File: src/dklp_pkg.sv
// Shared constants, types and functions of the directed (k,l)-plex checker.
`default_nettype none
package dklp_pkg;

    localparam int VERTICES = 64;
    localparam int ADDR_W = $clog2(VERTICES);
    localparam int ROW_W = 64;
    localparam int SET_IDX_W = $clog2(ROW_W);
    localparam int CNT_W = 7;
    localparam int SUM_W = CNT_W + 1;
    localparam int APB_ADDR_W = 4;
    localparam int APB_DATA_W = 32;

    localparam logic [1:0] CMD_OUT_ROW = 2'd0;
    localparam logic [1:0] CMD_IN_ROW = 2'd1;
    localparam logic [1:0] CMD_CHECK = 2'd2;

    localparam logic [1:0] REG_OUT_SLACK = 2'd0;
    localparam logic [1:0] REG_IN_SLACK = 2'd1;
    localparam logic [1:0] REG_VERTEX_COUNT = 2'd2;

    localparam logic [CNT_W-1:0] OUT_SLACK_RST = 7'd2;
    localparam logic [CNT_W-1:0] IN_SLACK_RST = 7'd2;
    localparam logic [CNT_W-1:0] VERTEX_COUNT_RST = 7'd64;

    localparam logic [1:0] DRAIN_LAST = 2'd2;

    typedef struct packed {
        logic clear;
        logic valid;
        logic member;
    } t_deg_ctl;

    function automatic logic [CNT_W-1:0] popcount(input logic [ROW_W-1:0] x);
        logic [CNT_W-1:0] c;
        c = '0;
        for (int i = 0; i < ROW_W; i++) begin
            c = c + CNT_W'(x[i]);
        end
        return c;
    endfunction

endpackage
`default_nettype wire

File: src/dklp_degree_unit.sv
// Shared degree unit: counts one member's out- and in-neighbours and flags a bound miss.
`default_nettype none
module dklp_degree_unit (
    input  wire logic                          i_clk,
    input  wire logic                          i_rst_n,
    input  wire dklp_pkg::t_deg_ctl            i_ctl,
    input  wire logic [dklp_pkg::ROW_W-1:0]    i_out_row,
    input  wire logic [dklp_pkg::ROW_W-1:0]    i_in_row,
    input  wire logic [dklp_pkg::ROW_W-1:0]    i_tset,
    input  wire logic [dklp_pkg::CNT_W-1:0]    i_bound,
    input  wire logic [dklp_pkg::CNT_W-1:0]    i_out_slack,
    input  wire logic [dklp_pkg::CNT_W-1:0]    i_in_slack,
    output logic                               o_fail
);

    dklp_pkg::t_deg_ctl            r_s1;
    dklp_pkg::t_deg_ctl            r_s2;
    logic [dklp_pkg::CNT_W-1:0]    r_ko;
    logic [dklp_pkg::CNT_W-1:0]    r_ki;
    logic                          r_fail;
    logic [dklp_pkg::SUM_W-1:0]    out_sum;
    logic [dklp_pkg::SUM_W-1:0]    in_sum;
    logic                          miss;

    assign out_sum = dklp_pkg::SUM_W'(r_ko) + dklp_pkg::SUM_W'(i_out_slack);
    assign in_sum = dklp_pkg::SUM_W'(r_ki) + dklp_pkg::SUM_W'(i_in_slack);
    assign miss = (out_sum < dklp_pkg::SUM_W'(i_bound)) ||
                  (in_sum < dklp_pkg::SUM_W'(i_bound));

    always_ff @(posedge i_clk) begin
        r_ko <= dklp_pkg::popcount(i_out_row & i_tset);
        r_ki <= dklp_pkg::popcount(i_in_row & i_tset);
    end

    always_ff @(posedge i_clk) begin
        if (!i_rst_n) begin
            r_s1 <= '0;
            r_s2 <= '0;
            r_fail <= 1'b0;
        end else begin
            r_s1 <= i_ctl;
            r_s2 <= r_s1;
            if (i_ctl.clear) begin
                r_fail <= 1'b0;
            end else if (r_s2.valid && r_s2.member && miss) begin
                r_fail <= 1'b1;
            end
        end
    end

    assign o_fail = r_fail;

endmodule
`default_nettype wire

File: config.mk
export PLATFORM = sky130hd
export DESIGN_NAME = dklp_degree_unit
export DESIGN_NICKNAME = d
export VERILOG_FILES = /design/src/dklp_pkg.sv /design/src/dklp_degree_unit.sv
export SDC_FILE = /design/constraint.sdc
export NUM_CORES = 1
export LEC_CHECK = 0
export ABC_CLOCK_PERIOD_IN_PS = 14200
export BUFFER_PORTS_ARGS = -buffer_cell sky130_fd_sc_hd__buf_2
export CORE_MARGIN = 3
export CORE_UTILIZATION = 53
export DETAILED_ROUTE_END_ITERATION = 7
export PLACE_DENSITY = 0.95
export SLEW_MARGIN = 25
export SYNTH_ARGS = -nofsm -noshare
export SYNTH_HDL_FRONTEND = slang
export SYNTH_SLANG_ARGS = --single-unit
File: constraint.sdc
create_clock -name i_clk -period 14.2 [get_ports i_clk]
set_input_delay 2.13 -clock i_clk [delete_from_list [all_inputs] [get_ports i_clk]]
set_output_delay 2.13 -clock i_clk [all_outputs]
set_load 0.01 [all_outputs]
# Word level (Yosys, flattened, before mapping)
# Index checks and enable logic that the tools add are counted.
# Widths: inputs -> output; s select.
word_totals:
  out_inout_bits: 1
  regBits: 19
  in_bits: 218
  elab_cells: 144
op_classes:
  n_bitwise: 3
  order_cmp: 2
  n_reduce_logical: 4
  add_sub_neg: 128
op_table:
  columns: ["operator", "count"]
  rows:
  - ["$add 7x1->7", 114]
  - ["$and 64x64->64", 2]
  - ["$add 7x7->8", 2]
  - ["$lt 8x7->1", 2]
  - ["$add 6x1->7", 2]
  - ["$add 5x1->6", 2]
  - ["$add 4x1->5", 2]
  - ["$add 3x1->4", 2]
  - ["$add 2x1->3", 2]
  - ["$add 1x1->2", 2]
  - ["$logic_and 1x1->1", 2]
  - ["$reduce_or 2->1", 1]
  - ["$logic_or 1x1->1", 1]
  - ["$not 1->1", 1]

# Depth between registers and ports, before layout
# Gate-level depths: netlist of run 1.
logic_depth:
  ltp_word: 64
  mapped_depth: 21
  mapped_depth_nobuf: 21

# Worst setup path after synthesis of run 1
# OpenSTA, ideal clock, no wires.
synth_path:
  path_kind: "input to register"
  startpoint: "input i_tset[0] (netlist name)"
  endpoint: "register r_ko[6] (netlist name)"
  n_path_buf: 0
  arrival_time_ns: 7.705
  required_ns: 14.083
  setup_slack_ns: 6.377
  stages: 18
  setup_time_ns: 0.117
  cell_sequence: "and2_1 fa_1 inv_1 fa_1 fa_1 fa_1 fa_1 fa_1 fa_1 fa_1 inv_1 ha_1 fa_1 a21o_1 a21oi_1 nor2b_1 o21ai_0 nand2b_1"
synth_between:
  elab_chain_cells: 64
synth_rtl:
  columns: ["item", "line_no", "text"]
  rows:
  - ["from (decl)", "dklp_degree_unit.sv:9", "input wire logic [dklp_pkg::ROW_W-1:0] i_tset,"]
  - ["$and 64x64->64", "dklp_degree_unit.sv:31", "r_ko <= dklp_pkg::popcount(i_out_row & i_tset);"]
  - ["$add 1x1->2", "dklp_pkg.sv:38", "c = c + CNT_W'(x[i]);"]
  - ["$add 2x1->3", "dklp_pkg.sv:38", null]
  - ["$add 3x1->4", "dklp_pkg.sv:38", null]
  - ["$add 4x1->5", "dklp_pkg.sv:38", null]
  - ["$add 5x1->6", "dklp_pkg.sv:38", null]
  - ["$add 6x1->7", "dklp_pkg.sv:38", null]
  - ["$add 7x1->7 (57 in series)", "dklp_pkg.sv:38", null]
  - ["to (signal assigned)", "dklp_degree_unit.sv:31", null]
  - ["to (decl)", "dklp_degree_unit.sv:18", "logic [dklp_pkg::CNT_W-1:0] r_ko;"]
# No other way between the ends.
# A chain may end at the register's enable or synchronous reset.

# Worst setup path after layout of run 1
layout_path:
  startpoint: "input i_in_row[27] (netlist name)"
  endpoint: "register r_ki[6] (netlist name)"
layout_between:
  elab_chain_cells: 38
layout_rtl:
  columns: ["item", "line_no", "text"]
  rows:
  - ["from (decl)", "dklp_degree_unit.sv:8", "input wire logic [dklp_pkg::ROW_W-1:0] i_in_row,"]
  - ["$and 64x64->64", "dklp_degree_unit.sv:32", "r_ki <= dklp_pkg::popcount(i_in_row & i_tset);"]
  - ["$add 7x1->7 (37 in series)", "dklp_pkg.sv:38", null]
  - ["to (signal assigned)", "dklp_degree_unit.sv:32", null]
  - ["to (decl)", "dklp_degree_unit.sv:19", "logic [dklp_pkg::CNT_W-1:0] r_ki;"]
# No other way between the ends.

==> results of run 1 <==
## layout make-up
| class | instances | area, sq um |
|---|---|---|
| Multi-Input combinational cell | 378 | 4130 |
| Fill cell | 657 | 2680 |
| Tap cell | 108 | 135 |
| Sequential cell | 19 | 380 |
| Inverter | 92 | 345 |
| Timing Repair Buffer | 218 | 1090 |
| Clock buffer | 4 | 45.0 |
## power breakdown
part           total (mW)  leakage [nW]  internal (mW)  switching (mW)
clock network      0.0384        0.0228         0.0200          0.0184
logic                1.78          3.32          0.810           0.965
registers           0.113         0.158          0.106         0.00624
total                1.93          3.50          0.937           0.990
## worst max-delay path: cells and delay by family
family,cells,cell delay [ns]
and+or+nand+nor,3,0.33
buffers and inverters,3,0.20
adders and majority gates,10,4.80
AOI/OAI and AO/OA,3,0.65
## flip-flops by register name, indices dropped and copies added (netlist names)
name,cells
o_fail,1
r_ki,7
r_ko,7
r_s1,2
r_s2,2
## synthesized netlist by cell type (all sizes together)
library cell  count  area [sq um]
nand2b            3          18.8
a21boi            1          7.51
a31oi             1          6.26
a2111oi           2          17.5
a211oi            3          22.5
a21oi            15          75.1
xor2              5          43.8
fa              110          2200
nand3             1          5.00
and2             69           437
inv              92           345
o21bai            4          30.0
o211ai            2          15.0
xnor2            12           105
o21ai             6          30.0
o21a              1          7.51
nand3b            1          7.51
nand4             1          6.26
nor2b             3          18.8
nor2              4          15.0
o2111ai           2          17.5
a21o             10          75.1
o221ai            1          8.76
a211o             1          8.76
dfxtp            19           380
nand2            63           236
ha               56           701
nand4b            1          8.76
## metrics by stage
stage,total power [mW],util
after floorplan,1.49,-
after global placement,1.74,0.690
after detailed placement,1.89,0.690
after CTS,1.96,0.695
after global routing,2.21,0.695
final,1.93,0.695
## metal layers
layer | share of wire | track usage
met5 | 0 | 0
met4 | 0.025 | 0.0706
met3 | 0.064 | 0.0282
met2 | 0.56 | 0.462
met1 | 0.36 | 0.269
## cells in the final DEF (no fill, tap or decap), types with 5 or more instances in the layout
cell type,instances
inv_1,92
a21o_1,10
xor2_1,5
ha_1,56
a21oi_1,15
xnor2_1,12
dfxtp_1,19
buf_2,218
and2_1,65
o21ai_0,6
fa_1,110
nand2_1,63
## kinds of logic (layout without fill, tap and decap cells)
logic type,Yosys count,after routing,share of synthesized area
AND/OR/NAND/NOR,146,146,0.155
buffers and inverters,92,314,0.0712
XOR/XNOR,17,17,0.0307
adder cells (fa/ha/maj),166,166,0.598
flip-flops,19,19,0.0784
AO/OA/AOI/OAI,49,49,0.0663
## worst paths after layout
| kind | slack [ns] | to | startpoint |
|---|---|---|---|
| worst max-delay path | 6.23 | r_ki[6] | i_in_row[27] |
| worst min-delay path | 0.45 | r_s2[0] | r_s1[0] |
| worst max register to register | 11.31 | o_fail | r_ki[0] |
| worst min register to register | 0.45 | r_s2[0] | r_s1[0] |
==> impl_metrics.csv, run 1 <==
group,metric,value,unit
routing,wl_per_cell,15.0,microns
worst_setup_path,critical-path-top-cell-by-count,"fa_1",
floorplan,boundaryPins,219,
synthesis,ys_seq_area_frac,0.0784,
clocking,cts_resized,0,
outcome,status,"completed",
worst_setup_path,critPathSlowestCell,"fa_1",
power,vdd_ir_drop_max,0.243,mV
clocking,worstSkewPairLatency,0.26,ns
power,p_leak,3.50,nW
routing,drt_iter0_markers,65,
worst_setup_path,worstSetupPathType,"input port to flop",
worst_setup_path,r2r_cells,11,
layout,fin_cells,819,
floorplan,die_y,102,microns
global_routing,overflow,0,
synthesis,syn_area_per_cell,9.92,sq um
place,dp_hpwl,11.8,mm
layout,drive_gt1_frac,0.316,
clocking,cts_tree,"built",
layout,stdcell_area,6120,sq um
synthesis,ys_seq_elements,19,
worst_setup_path,cp_max_fo,2,
timing,fin_tns_setup,0,ns
clocking,path_clk_slew,0.07,ns
routing,drt-pass1-iter-count,5,
synthesis,syn-num-nets,873,
clocking,cts_hold_buf,0,
synthesis,synthCells,489,
synthesis,netlist-cell-type-count,29,
clocking,numCtsBuffers,3,
global_routing,track_usage,0.237,
routing,num_vias,4129,
floorplan,dieArea,10300,sq um
timing,post-route-min-period,7.97,ns
floorplan,dieWidth,102,microns
routing,wl,12.3,mm
worst_setup_path,max_stage_delay,0.55,ns
floorplan,core,8810,sq um
timing,fmax,125,MHz
timing,fin_skew,0.00194,ns
synthesis,synth_area,4850,sq um
floorplan,rows,34,
global_routing,grt_antenna_before_repair,0,
clocking,clkSinkCount,19,
global_routing,grt_max_degree,11,
hold_path,min_path_type,"flop to flop",
place,io_buffers,218,
timing,holdWs,0.451,ns
worst_setup_path,cp-end-kind,"flop",
worst_setup_path,required,14.35,ns
clocking,clock_path_buffers,2,
layout,antenna_cells,0,
worst_setup_path,path_cells,"buf_2 -> and2_1 -> fa_1 -> fa_1 -> fa_1 -> inv_1 -> fa_1 -> fa_1 -> fa_1 -> fa_1 -> fa_1 -> inv_1 -> ha_1 -> fa_1 -> a21o_1 -> a21oi_1 -> nor2b_1 -> o21ai_0 -> nand2b_1",
clocking,post_cts_buffers,0,
timing,grt_setup_unrepaired,"no",
place,placed_area,6080,sq um
clocking,clock-root-buffer,"clkbuf_8",
run,max_cap_violations,0,
timing,finalMaxSlewViolations,0,
global_routing,grt_pass1_vias,4633,
power,pwr_density_cell,315,nW/um^2
place,pre_cts_ws,5.95,ns
synthesis,yosys_warnings,0,
hold_path,hold_path_depth,1,
place,place_congestion,0.915,
timing,finalCritPeriodShare,0.561,
clocking,cts-htree-levels,1,
layout,final_nets,1096,
worst_setup_path,crit_arrival,8.12,ns
timing,setup_viol,0,
floorplan,initial_core_util,0.551,
global_routing,grt_pass1_wl,19.3,mm
routing,ant_nets,0,
worst_setup_path,start_kind,"input port",
routing,drc,0,
layout,syn2layout_area_growth,26.2,%
routing,vias_per_cell,5.04,
timing,finalWorstSetupSlack,6.23,ns
timing,hold_viol,0,
timing,slew_headroom,0.703,
timing,worstMarginPinSlew,0.435,ns
place,dp_cells,815,
Power figures use the tool's default switching activity.
==> inputs of run 2 (changes only) <==
--- a/config.mk
+++ b/config.mk
@@ -5,12 +5,12 @@
 export SDC_FILE = /design/constraint.sdc
 export NUM_CORES = 1
 export LEC_CHECK = 0
-export ABC_CLOCK_PERIOD_IN_PS = 14200
+export ABC_CLOCK_PERIOD_IN_PS = 8100
 export BUFFER_PORTS_ARGS = -buffer_cell sky130_fd_sc_hd__buf_2
 export CORE_MARGIN = 3
-export CORE_UTILIZATION = 53
+export CORE_UTILIZATION = 49
 export DETAILED_ROUTE_END_ITERATION = 7
-export PLACE_DENSITY = 0.95
+export PLACE_DENSITY = 0.91
 export SLEW_MARGIN = 25
 export SYNTH_ARGS = -nofsm -noshare
 export SYNTH_HDL_FRONTEND = slang
==> constraint.sdc (replaced) <==
create_clock -name i_clk -period 8.1 [get_ports i_clk]
set_input_delay 1.215 -clock i_clk [delete_from_list [all_inputs] [get_ports i_clk]]
set_output_delay 1.215 -clock i_clk [all_outputs]
set_load 0.01 [all_outputs]
==> run 2 against run 1 <==
Final cell count increased by 2.6%. Combinational power increased by 69%. Sequential power increased by 75%. Register-to-register slack worse by 6.1 ns. Hold slack lost 0.0017 ns. Design area grew 0.43%. Sequential share of layout area is essentially flat. Routed wire length up 0.28%. Die area up 7.7%. Critical path type unchanged. Core utilization fell by 4.2 points. Global-route usage is 1.2 points lower. Critical endpoint is now r_ko[6]. Clock skew increased by 0.0016 ns.
==> impl_metrics.csv, run 2 (synthesized netlist as in run 1, its figures left out) <==
group,metric,value,unit
floorplan,initial_core_util,0.515,
worst_setup_path,crit_arrival,7.16,ns
layout,reg_top3,"r_ki: 7 flops, r_ko: 7 flops",
timing,grt_setup_unrepaired,"no",
place,dp_hpwl,12.0,mm
clocking,clock-root-buffer,"clkbuf_8",
worst_setup_path,timing.rr.end,"o_fail",
timing,fmax,143,MHz
floorplan,core,9420,sq um
hold_path,hold_end,"r_s2[0]",
run,max_cap_violations,0,
layout,final_nets,1096,
layout,drive_gt1_frac,0.316,
timing,finalMaxSlewViolations,0,
place,io_buffers,218,
power,p_leak,3.50,nW
outcome,status,"completed",
floorplan,dieArea,11100,sq um
timing,fin_skew,0.00350,ns
timing,slew_headroom,0.709,
floorplan,dieWidth,106,microns
worst_setup_path,r2r_start,"r_ki[0]",
worst_setup_path,start_kind,"input port",
global_routing,grt_antenna_before_repair,0,
timing,worstMarginPinSlew,0.426,ns
routing,drc,0,
hold_path,hold_path_depth,1,
floorplan,rows,35,
power,vdd_ir_drop_max,0.540,mV
layout,syn2layout_area_growth,26.7,%
clocking,numCtsBuffers,3,
routing,vias_per_cell,4.86,
timing,post-route-min-period,7.01,ns
global_routing,grt_pass1_wl,20.0,mm
clocking,cts_resized,0,
clocking,clock_path_buffers,2,
power,power.total,3.26,mW
routing,num_vias,4082,
clocking,cts-htree-levels,1,
worst_setup_path,r2r_cells,11,
clocking,clkSinkCount,19,
worst_setup_path,cp_max_fo,2,
routing,wl_per_cell,14.6,microns
worst_setup_path,worstSetupPathType,"input port to flop",
power,pwr_density_cell,531,nW/um^2
place,place_congestion,0.911,
clocking,cts_hold_buf,0,
clocking,path_clk_slew,0.07,ns
hold_path,min_from,"r_s1[0]",
timing,hold_viol,0,
global_routing,overflow,0,
layout,final_common_cell,"buf_2",
floorplan,die_y,106,microns
routing,drt-pass1-iter-count,4,
layout,fillCellCount,755,
global_routing,track_usage,0.225,
layout,layout_common_cells,"buf_2 (218), fa_1 (110), inv_1 (92)",
routing,ant_nets,0,
clocking,worstSkewPairLatency,0.25,ns
clocking,cts_tree,"built",
global_routing,grt_pass1_vias,4514,
floorplan,boundaryPins,219,
timing,fin_tns_setup,0,ns
worst_setup_path,reg2reg_setup_slack,5.19,ns
worst_setup_path,required,8.25,ns
routing,drt_iter0_markers,85,
timing,setup_viol,0,
worst_setup_path,cp-end-kind,"flop",
layout,antenna_cells,0,
routing,wl,12.3,mm
hold_path,min_path_type,"flop to flop",
clocking,post_cts_buffers,0,
global_routing,grt_max_degree,11,
timing,finalCritPeriodShare,0.865,
[run 2: cell counts in the layout (fill, tap and decap cells not counted)]
No cell type changed its count.
[run 2: worst max-delay path by stage]
stage | start | end | slack, ns | depth (start not counted)
finish | i_tset[29] | r_ko[6] | 1.09 | 19
CTS | i_tset[0] | r_ko[6] | 1.07 | 19
floorplan | i_tset[0] | r_ko[6] | 1.19 | 18
global placement | i_tset[0] | r_ko[6] | 0.96 | 19
global route | i_tset[0] | r_ko[6] | 0.86 | 19
detailed placement | i_tset[0] | r_ko[6] | 0.80 | 19
[run 2: worst max-delay path, cell delays in order]
cell	delay, ns
buf_2	0.11
and2_1	0.17
fa_1	0.55
inv_1	0.06
fa_1	0.48
fa_1	0.54
fa_1	0.59
fa_1	0.47
fa_1	0.53
fa_1	0.52
fa_1	0.54
inv_1	0.04
ha_1	0.21
fa_1	0.40
a21o_1	0.19
a21oi_1	0.23
nor2b_1	0.07
o21ai_0	0.16
nand2b_1	0.08
[run 2: through the flow]
| step | hold slack, ns | instances | setup slack (ns) | instance area, sq um | utilization |
|---|---|---|---|---|---|
| after floorplan | 0.426 | 489 | 1.19 | 4850 | - |
| after global placement | 0.431 | 836 | 0.959 | 6100 | 0.648 |
| after detailed placement | 0.437 | 836 | 0.798 | 6100 | 0.648 |
| after CTS | 0.454 | 840 | 1.07 | 6150 | 0.653 |
| after global routing | 0.478 | 840 | 0.857 | 6150 | 0.653 |
| final | 0.450 | 840 | 1.09 | 6150 | 0.653 |
[run 2: layout make-up]
cell class	count	area [sq um]	area share
Multi-Input combinational cell	378	4130	0.671
Timing Repair Buffer	218	1090	0.177
Sequential cell	19	380	0.0619
Inverter	92	345	0.0562
Tap cell	129	161	0.0262
Clock buffer	4	45.0	0.00732
[run 2: power by group]
group	internal (mW)	switching, mW
combinational	1.40	1.60
clock	0.0349	0.0294
sequential	0.186	0.0113
[run 2: layer usage]
| layer | share of wire | up-vias | track usage |
|---|---|---|---|
| li1 | - | 1946 | - |
| met1 | 0.36 | 1944 | 0.267 |
| met2 | 0.55 | 170 | 0.429 |
| met3 | 0.061 | 22 | 0.0269 |
| met4 | 0.022 | 0 | 0.0592 |
| met5 | 0 | - | 0 |
==> inputs of run 3 (changes only) <==
==> config.mk (replaced) <==
export PLATFORM = sky130hd
export DESIGN_NAME = dklp_degree_unit
export DESIGN_NICKNAME = d
export VERILOG_FILES = /design/src/dklp_pkg.sv /design/src/dklp_degree_unit.sv
export SDC_FILE = /design/constraint.sdc
export NUM_CORES = 1
export LEC_CHECK = 0
export ABC_CLOCK_PERIOD_IN_PS = 7700
export CORE_MARGIN = 3
export CORE_UTILIZATION = 55
export DETAILED_ROUTE_END_ITERATION = 7
export DONT_BUFFER_PORTS = 1
export PLACE_DENSITY = 0.67
export SLEW_MARGIN = 25
export SYNTH_ARGS = -nofsm -noshare
export SYNTH_HDL_FRONTEND = slang
export SYNTH_SLANG_ARGS = --single-unit
==> constraint.sdc (replaced) <==
create_clock -name i_clk -period 7.7 [get_ports i_clk]
set_input_delay 1.155 -clock i_clk [delete_from_list [all_inputs] [get_ports i_clk]]
set_output_delay 1.155 -clock i_clk [all_outputs]
set_load 0.01 [all_outputs]
==> run 3 against run 2 <==
Design area down 18%. Die area decreased by 10%. Sequential cell count is the same. Sequential share of layout area rose by 1.4 points. Global-route usage shrank 3.7 points. Non-clock buffer count fell by 218. Highest routed layer unchanged.
==> impl_metrics.csv, run 3 (synthesized netlist as in run 1, its figures left out) <==
group,metric,value,unit
global_routing,grt_pass1_wl,14.9,mm
place,dp_hpwl,9.44,mm
worst_setup_path,crit_arrival,6.94,ns
floorplan,die_y,99.9,microns
routing,wl_per_cell,15.8,microns
global_routing,track_usage,0.188,
worst_setup_path,crit_family,"adder cells",
timing,hold_viol,0,
place,io_buffers,0,
worst_setup_path,critical-path-top-cell-by-count,"fa_1",
layout,drive_gt1_frac,0.0142,
timing,worstMarginPinSlew,0.390,ns
worst_setup_path,cp_num_buf_inv,2,
routing,ant_nets,0,
worst_setup_path,worstSetupPathType,"input port to flop",
clocking,worstSkewPairLatency,0.25,ns
layout,antenna_cells,0,
outcome,status,"completed",
layout,layout_common_cells,"fa_1 (110), inv_1 (92), and2_1 (65)",
routing,drt_iter0_markers,27,
global_routing,overflow,0,
timing,fin_tns_setup,0,ns
worst_setup_path,start_kind,"input port",
global_routing,grt_max_degree,11,
place,place_congestion,0.862,
floorplan,dieArea,9990,sq um
timing,finalMaxSlewViolations,0,
worst_setup_path,path_cells,"and2_1 -> fa_1 -> fa_1 -> fa_1 -> inv_1 -> fa_1 -> fa_1 -> fa_1 -> fa_1 -> fa_1 -> inv_1 -> ha_1 -> fa_1 -> a21o_1 -> a21oi_1 -> nor2b_1 -> o21ai_0 -> nand2b_1",
timing,fmax,147,MHz
routing,wl,9.43,mm
clocking,post_cts_buffers,0,
global_routing,grt_pass1_vias,3514,
hold_path,min_path_type,"flop to flop",
timing,slew_headroom,0.733,
worst_setup_path,critPathSlowestCell,"fa_1",
timing,fin_skew,0.00210,ns
clocking,numCtsBuffers,3,
layout,syn2layout_area_growth,3.64,%
worst_setup_path,cp_max_fo,2,
worst_setup_path,max_stage_delay,0.55,ns
clocking,clkSinkCount,19,
layout,final_common_cell,"fa_1",
clocking,cts_hold_buf,0,
worst_setup_path,required,7.84,ns
clocking,path_clk_slew,0.06,ns
routing,num_vias,3154,
clocking,clock_path_buffers,2,
floorplan,core,8380,sq um
floorplan,boundaryPins,219,
global_routing,grt_antenna_before_repair,0,
timing,grt_setup_unrepaired,"no",
worst_setup_path,cp-end-kind,"flop",
floorplan,rows,33,
run,max_cap_violations,0,
timing,finalCritPeriodShare,0.883,
clocking,cts_resized,0,
layout,final_nets,878,
floorplan,dieWidth,99.9,microns
clocking,cts-htree-levels,1,
routing,drc,0,
clocking,clock-root-buffer,"clkbuf_8",
timing,setup_viol,0,
routing,vias_per_cell,5.27,
layout,fillCellCount,739,
floorplan,initial_core_util,0.579,
clocking,cts_tree,"built",
timing,post-route-min-period,6.80,ns
routing,drt-pass1-iter-count,4,
layout,reg_top3,"r_ki: 7 flops, r_ko: 7 flops",
==> run 3: layout make-up <==
type / instances / area, sq um / area share
clock buffers: 4 / 45.0 / 0.00896
flip-flops and latches: 19 / 380 / 0.0756
well taps: 105 / 131 / 0.0261
inverters: 92 / 345 / 0.0687
multi-input cells: 378 / 4130 / 0.821
==> run 3: through the flow <==
stage          hold slack [ns]  instances  setup WS, ns  instance area [sq um]  utilization
6_report                 0.448        598         0.900                   5030        0.600
5_1_grt                  0.476        598         0.649                   5030        0.600
4_1_cts                  0.449        598         0.849                   5030        0.600
3_5_place_dp             0.433        594         0.591                   4980        0.595
3_3_place_gp             0.428        594         0.687                   4980        0.595
2_1_floorplan            0.426        489         0.852                   4850            -
==> run 3: layer usage <==
metal	up-vias	track usage	part of all wire	wire, microns
met3	4	0.0181	0.056	526
met4	0	0.0179	0.0038	36
met5	-	0	0	0
met1	1513	0.237	0.38	3630
li1	1514	-	-	-
met2	123	0.361	0.56	5240
==> run 3: worst paths after layout <==
check / startpoint / end / slack [ns] / cells after the start
max reg2reg: r_ki[0] / o_fail / 4.81 / 11
min reg2reg: r_s1[0] / r_s2[0] / 0.45 / 1
max: i_in_row[27] / r_ki[6] / 0.90 / 18
min: r_s1[0] / r_s2[0] / 0.45 / 1
Power of run 3 is left out: the tool's default activity adds up to more than one toggle a clock period on the data nets, which glitch-free logic cannot reach.
